File: src/hw/rtl/sliding_window_spike_rate_defines.svh
// Assertion macros shared by the sliding window spike rate RTL.
`ifndef SLIDING_WINDOW_SPIKE_RATE_DEFINES_SVH
`define SLIDING_WINDOW_SPIKE_RATE_DEFINES_SVH

// Same-cycle implication, disabled while reset is asserted.
`define SWSR_ASSERT_IMPL(label, clk, rstn, ante, cons, msg) \
	label: assert property (@(posedge clk) disable iff (!(rstn)) (ante) |-> (cons)) \
		else $error(msg);

// Next-cycle implication, disabled while reset is asserted.
`define SWSR_ASSERT_NEXT(label, clk, rstn, ante, cons, msg) \
	label: assert property (@(posedge clk) disable iff (!(rstn)) (ante) |=> (cons)) \
		else $error(msg);

`endif

File: src/hw/rtl/swsr_pkg.sv
`default_nettype none
package swsr_pkg;

	localparam int TIME_BITS      = 32;
	localparam int HALF_BITS      = 31;
	localparam int WCOUNT_BITS    = 9;
	localparam int SCALE_BITS     = 32;
	localparam int INDEX_BITS     = 8;
	localparam int COUNT_OUT_BITS = 20;
	localparam int RATE_BITS      = 48;
	localparam int CMD_BITS       = 2;
	localparam int CFG_IDX_BITS   = 3;
	localparam int CFG_DATA_BITS  = 32;

	// Item commands. The fourth code is unused and does nothing.
	localparam logic [CMD_BITS-1:0] CMD_ADD   = 2'd0;
	localparam logic [CMD_BITS-1:0] CMD_READ  = 2'd1;
	localparam logic [CMD_BITS-1:0] CMD_CLEAR = 2'd2;

	// Configuration register indexes.
	localparam logic [CFG_IDX_BITS-1:0] CFG_START  = 3'd0;
	localparam logic [CFG_IDX_BITS-1:0] CFG_STEP   = 3'd1;
	localparam logic [CFG_IDX_BITS-1:0] CFG_HALF   = 3'd2;
	localparam logic [CFG_IDX_BITS-1:0] CFG_WCOUNT = 3'd3;
	localparam logic [CFG_IDX_BITS-1:0] CFG_SCALE  = 3'd4;

	localparam logic [TIME_BITS-1:0]   START_RESET  = 32'd0;
	localparam logic [TIME_BITS-1:0]   STEP_RESET   = 32'd100000;
	localparam logic [HALF_BITS-1:0]   HALF_RESET   = 31'd500000;
	localparam logic [WCOUNT_BITS-1:0] WCOUNT_RESET = 9'd0;
	localparam logic [SCALE_BITS-1:0]  SCALE_RESET  = 32'd65536;

	localparam logic [63:0] RATE_MAX = (64'd1 << RATE_BITS) - 64'd1;

	// Commands from the controller to the datapath.
	typedef struct packed {
		logic load;
		logic add_issue;
		logic clear_wr;
		logic read_issue;
		logic out_load;
	} ctrl_t;

	// Status from the datapath to the controller.
	typedef struct packed {
		logic add_last;
		logic clear_last;
		logic out_free;
	} stat_t;

endpackage
`default_nettype wire

File: src/hw/rtl/swsr_ctrl.sv
`default_nettype none
`include "sliding_window_spike_rate_defines.svh"
module swsr_ctrl (
	input  wire                             clk,
	input  wire                             arst_n,
	input  wire                             item_valid,
	output logic                            item_stall,
	input  wire  [swsr_pkg::CMD_BITS-1:0]   cmd,
	input  wire  swsr_pkg::stat_t           stat,
	output swsr_pkg::ctrl_t                 ctrl
);
	import swsr_pkg::*;

	typedef enum logic [5:0] {
		S_CLEAR = 6'b000001,
		S_IDLE  = 6'b000010,
		S_ADD   = 6'b000100,
		S_DRAIN = 6'b001000,
		S_READ  = 6'b010000,
		S_RESP  = 6'b100000
	} state_t;

	state_t state_q;
	state_t state_d;
	logic   accept;

	assign item_stall = (state_q != S_IDLE);
	assign accept     = item_valid && !item_stall;

	always_comb begin
		state_d         = state_q;
		ctrl            = '0;
		ctrl.load       = accept;
		unique case (state_q)
			S_CLEAR: begin
				ctrl.clear_wr = 1'b1;
				if (stat.clear_last) begin
					state_d = S_IDLE;
				end
			end
			S_IDLE: begin
				if (accept) begin
					unique case (cmd)
						CMD_ADD:   state_d = S_ADD;
						CMD_READ:  state_d = S_READ;
						CMD_CLEAR: state_d = S_CLEAR;
						default:   state_d = S_IDLE;
					endcase
				end
			end
			S_ADD: begin
				ctrl.add_issue = 1'b1;
				if (stat.add_last) begin
					state_d = S_DRAIN;
				end
			end
			// The last window's write-back lands here before a new item may read.
			S_DRAIN: begin
				state_d = S_IDLE;
			end
			S_READ: begin
				ctrl.read_issue = 1'b1;
				state_d         = S_RESP;
			end
			S_RESP: begin
				if (stat.out_free) begin
					ctrl.out_load = 1'b1;
					state_d       = S_IDLE;
				end
			end
			default: begin
				state_d = S_IDLE;
			end
		endcase
	end

	always_ff @(posedge clk or negedge arst_n) begin
		if (!arst_n) begin
			state_q <= S_CLEAR;
		end else begin
			state_q <= state_d;
		end
	end

	`SWSR_ASSERT_NEXT(a_read_goes_read, clk, arst_n, accept && (cmd == CMD_READ), state_q == S_READ, "read transfer did not start a lookup")
	`SWSR_ASSERT_NEXT(a_add_drains, clk, arst_n, ctrl.add_issue && stat.add_last, state_q == S_DRAIN, "sweep end skipped the drain")
	`SWSR_ASSERT_NEXT(a_drain_to_idle, clk, arst_n, state_q == S_DRAIN, state_q == S_IDLE, "drain lasted more than one cycle")

endmodule
`default_nettype wire

File: config.mk
export PLATFORM = sky130hd
export DESIGN_NAME = swsr_ctrl
export DESIGN_NICKNAME = d
export VERILOG_FILES = /design/src/hw/rtl/swsr_pkg.sv /design/src/hw/rtl/swsr_ctrl.sv
export VERILOG_INCLUDE_DIRS = /design/src /design/src/hw/rtl
export SDC_FILE = /design/constraint.sdc
export NUM_CORES = 1
export LEC_CHECK = 0
export BUFFER_PORTS_ARGS = -buffer_cell sky130_fd_sc_hd__clkbuf_2
export CAP_MARGIN = 20
export CORE_AREA = 5 5 42 44
export DETAILED_ROUTE_END_ITERATION = 8
export DIE_AREA = 0 0 47 49
export SYNTH_ARGS = -nofsm -noshare
export SYNTH_HDL_FRONTEND = slang
export SYNTH_SLANG_ARGS = --single-unit
File: constraint.sdc
create_clock -name clk -period 1.9 [get_ports clk]
set_input_delay 0 -clock clk [delete_from_list [all_inputs] [get_ports clk]]
set_output_delay 0 -clock clk [all_outputs]
set_load 0.01 [all_outputs]
==> results by group <==
Outcome
  • Status: completed

Finish
  • Final net count: 72
  • Register area: 151.4 µm²
  • Multi-input logic area: 205.2 µm²
  • Fin area: 538.0 µm²
  • Top reg by flops: state_q
  • Ant diodes: 0
  • Ratio of cells with drive above 1 in the final layout: 0.3651
  • Area delta synth->final: 44.30%
  • Final Util: 0.3839
  • Biggest regs: state_q: 6 flops
  • Fill count: 144
  • Number of flip-flops in the largest register: 6

Power and ir drop
  • Clock share of power: 0.170
  • Sequential Power Share: 0.303
  • Leak pwr: 0.2725 nW
  • Sw Share: 0.4083
  • Power per Cell Area: 1355 nW/µm²
  • Sw power: 0.2977 mW
  • Peak VDD IR: 0.0007213 V
  • Combinational power share: 0.527
  • Internal: 0.4315 mW

STA
  • Max-slew violations: 0
  • PnR worst setup slack: 0.08756 ns
  • Total negative slack: 0 ns
  • Fin crit period: 1.812 ns
  • Final period util: 0.9539
  • Final hold slack: 0.09315 ns
  • Slew margin rel.: 0.7830
  • Fmax: 551.7 MHz
  • Setup violators final: 0
  • Worst-Margin Slew: 0.3228 ns
  • Final hold viol count: 0
  • Clock skew: 0.005263 ns
  • RSZ-0062 raised after global routing: false

Critical path
  • CP max stage delay: 0.52 ns
  • Reg-to-Reg Start: state_q[3]
  • Reg2Reg Setup Slack: 0.09 ns
  • Crit path depth: 4
  • Slowest-stage cell, CP: or4b_4
  • Worst reg2reg path endpoint: state_q[1]
  • Delay-heaviest family, CP: simple AND/OR/NAND/NOR gates
  • Setup Crit Path Kind: flip-flop to flip-flop
  • End of the critical path: state_q[1]
  • CP Data Required Time: 2.01 ns
  • Critical path fanouts, max: 5
  • Buf/Inv on CP: 0
  • Critical path arrival: 1.92 ns
  • Worst r2r path cells: 4
  • Cells along the critical path: or4_4 -> or4b_4 -> nand3_2 -> o22ai_1
  • Worst Setup End Kind: flip-flop
  • Setup crit start: state_q[3]
  • Worst Setup Start Kind: flip-flop

GRT
  • Largest net degree at the start of global routing: 8
  • Vias in the first global route: 393
  • Overflow left after global routing: 0
  • Overall routing resource usage: 0.09342
  • Initial antenna violation count: 0
  • First-pass GRT wire length: 1.587 mm

Logic synthesis
  • Area leader, netlist: dfrtp_1
  • Top-area cell type share of the netlist area: 0.3356
  • Syn nets: 49
  • Post-synthesis cell area: 372.9 µm²
  • Synth warn: 0
  • Synth unique cells: 22
  • Avg Cell Area, Syn: 9.094 µm²
  • Post-synthesis sequential area ratio: 0.4060
  • Area contributors post-synth: dfrtp_1 34%, nor3b_1 8.1%, dfstp_2 7.0%
  • Mapped Cells: 41
  • #FFs+latches synth: 6

Clock network
  • Clk pin slew, worst setup/hold paths: 0.05 ns
  • CTS tree: built
  • Total CTS buffers: 3
  • Number of setup buffers added after CTS: 0
  • Latest clock arrival within the worst-skew pair: 0.24 ns
  • Clk sink count: 6
  • Clk root buf: clkbuf_4
  • Clock buffer depth: 2
  • Htree depth: 1

Floorplanning
  • Die height: 49 µm
  • Num ports: 14
  • Chip Width: 47 µm
  • Starting density of the core: 0.2661
  • Row count: 14
  • Placeable Area: 1401 µm²
  • Die area: 2303 µm²

Detailed routing
  • Via count: 389
  • Final WL: 958 µm
  • Avg WL per Cell: 12.13 µm
  • TritonRoute pass-1 iters: 4
  • Post-route DRC: 0
  • 1st-iter DRT viols: 2
  • Final ANT Viol Nets: 0
  • Vias per cell: 4.924

Placed design
  • Gp weighted congestion: 0.6757
  • # port buffers: 13
  • Dpl ws: 0.09853 ns
  • Dpl hpwl: 773.1 µm
  • Cell Area, Placed: 465.4 µm²

Hold path
  • Worst Hold Class: input pin to flip-flop

Run
  • Max-Cap Viols: 0
[power by group through the flow]
stage / Sequential, mW / Clock, mW / Combinational, mW
after floorplan: 0.222 / 0 / 0.252
after global placement: 0.219 / 0 / 0.364
after detailed placement: 0.220 / 0 / 0.372
after CTS: 0.218 / 0.131 / 0.380
after global routing: 0.228 / 0.142 / 0.433
final: 0.221 / 0.124 / 0.384
[layout make-up]
cell class | instances | area share
Clock buffer | 4 | 0.04884
Timing Repair Buffer | 19 | 0.2233
Tap cell | 16 | 0.03721
Inverter | 4 | 0.02791
Multi-Input combinational cell | 30 | 0.3814
Sequential cell | 6 | 0.2814
[cell families after synthesis]
logic type	count (synthesis)	share of synthesized area
flops	6	0.4061
simple gates	22	0.3926
xor+xnor	1	0.02349
buf+inv	5	0.06040
compound gates	7	0.1174
[cell usage in the layout, fill, tap and decap left out]
master	count
nor3_1	1
buf_4	2
o22ai_1	1
nand2_1	2
nor2_1	4
nand3_1	1
o21ai_0	3
nand4b_1	1
xor2_1	1
nand3_2	1
clkbuf_1	1
nand3b_1	2
or4b_4	1
o32ai_1	1
o41ai_1	1
clkbuf_2	13
clkbuf_4	3
nor4_1	2
nor4_2	1
nand2b_1	1
a21oi_1	1
inv_1	4
or4_4	1
dlygate4sd3_1	4
nor3b_1	4
dfrtp_1	5
dfstp_2	1
[worst register-to-register path: stages, from the launching register on]
cell and delay [ns]:
dfrtp_1 0.42, or4_4 0.51, or4b_4 0.52, nand3_2 0.14, o22ai_1 0.10
[cell usage after synthesis]
library cell and count:
nand3_1 1, nor3_1 1, nand3b_1 2, nand4b_1 1, nand2_1 2, o32ai_1 1, inv_1 4, buf_4 1
nand3_2 1, o22ai_1 1, dfstp_2 1, or4b_4 1, o21ai_0 3, a21oi_1 1, nor3b_1 4, nor2_1 4
nor4_1 3, xor2_1 1, dfrtp_1 5, or4_4 1, nand2b_1 1, o41ai_1 1
[per-stage QoR]
stage               total power [mW]  instances
CTS                           0.7290         79
floorplan                     0.4741         41
detailed placement            0.5924         71
global placement              0.5837         71
finish                        0.7292         79
global route                  0.8028         79
[metal layers]
| metal | GRT usage | wire length [µm] | vias up |
|---|---|---|---|
| li1 | - | - | 197 |
| met1 | 0.1094 | 375 | 180 |
| met2 | 0.1584 | 520 | 12 |
| met3 | 0.03690 | 62 | 0 |
| met4 | 0.01382 | 0 | 0 |
| met5 | 0 | 0 | - |
[worst min path at each step]
stage,start,endpoint,slack [ns],depth (start not counted)
floorplan,arst_n,state_q[1],-0.30,0
global placement,arst_n,state_q[2],-0.17,1
detailed placement,arst_n,state_q[2],-0.17,1
CTS,stat[0],state_q[5],0.09,3
global route,stat[0],state_q[5],0.09,3
finish,stat[0],state_q[5],0.09,3
[timing repair]
item                       CTS  global route
hold buffers                 4             0
resized for setup            0             1
setup endpoints to repair    0             1
hold endpoints to repair     9             0
Note: power is estimated with default switching activity, not from simulation.
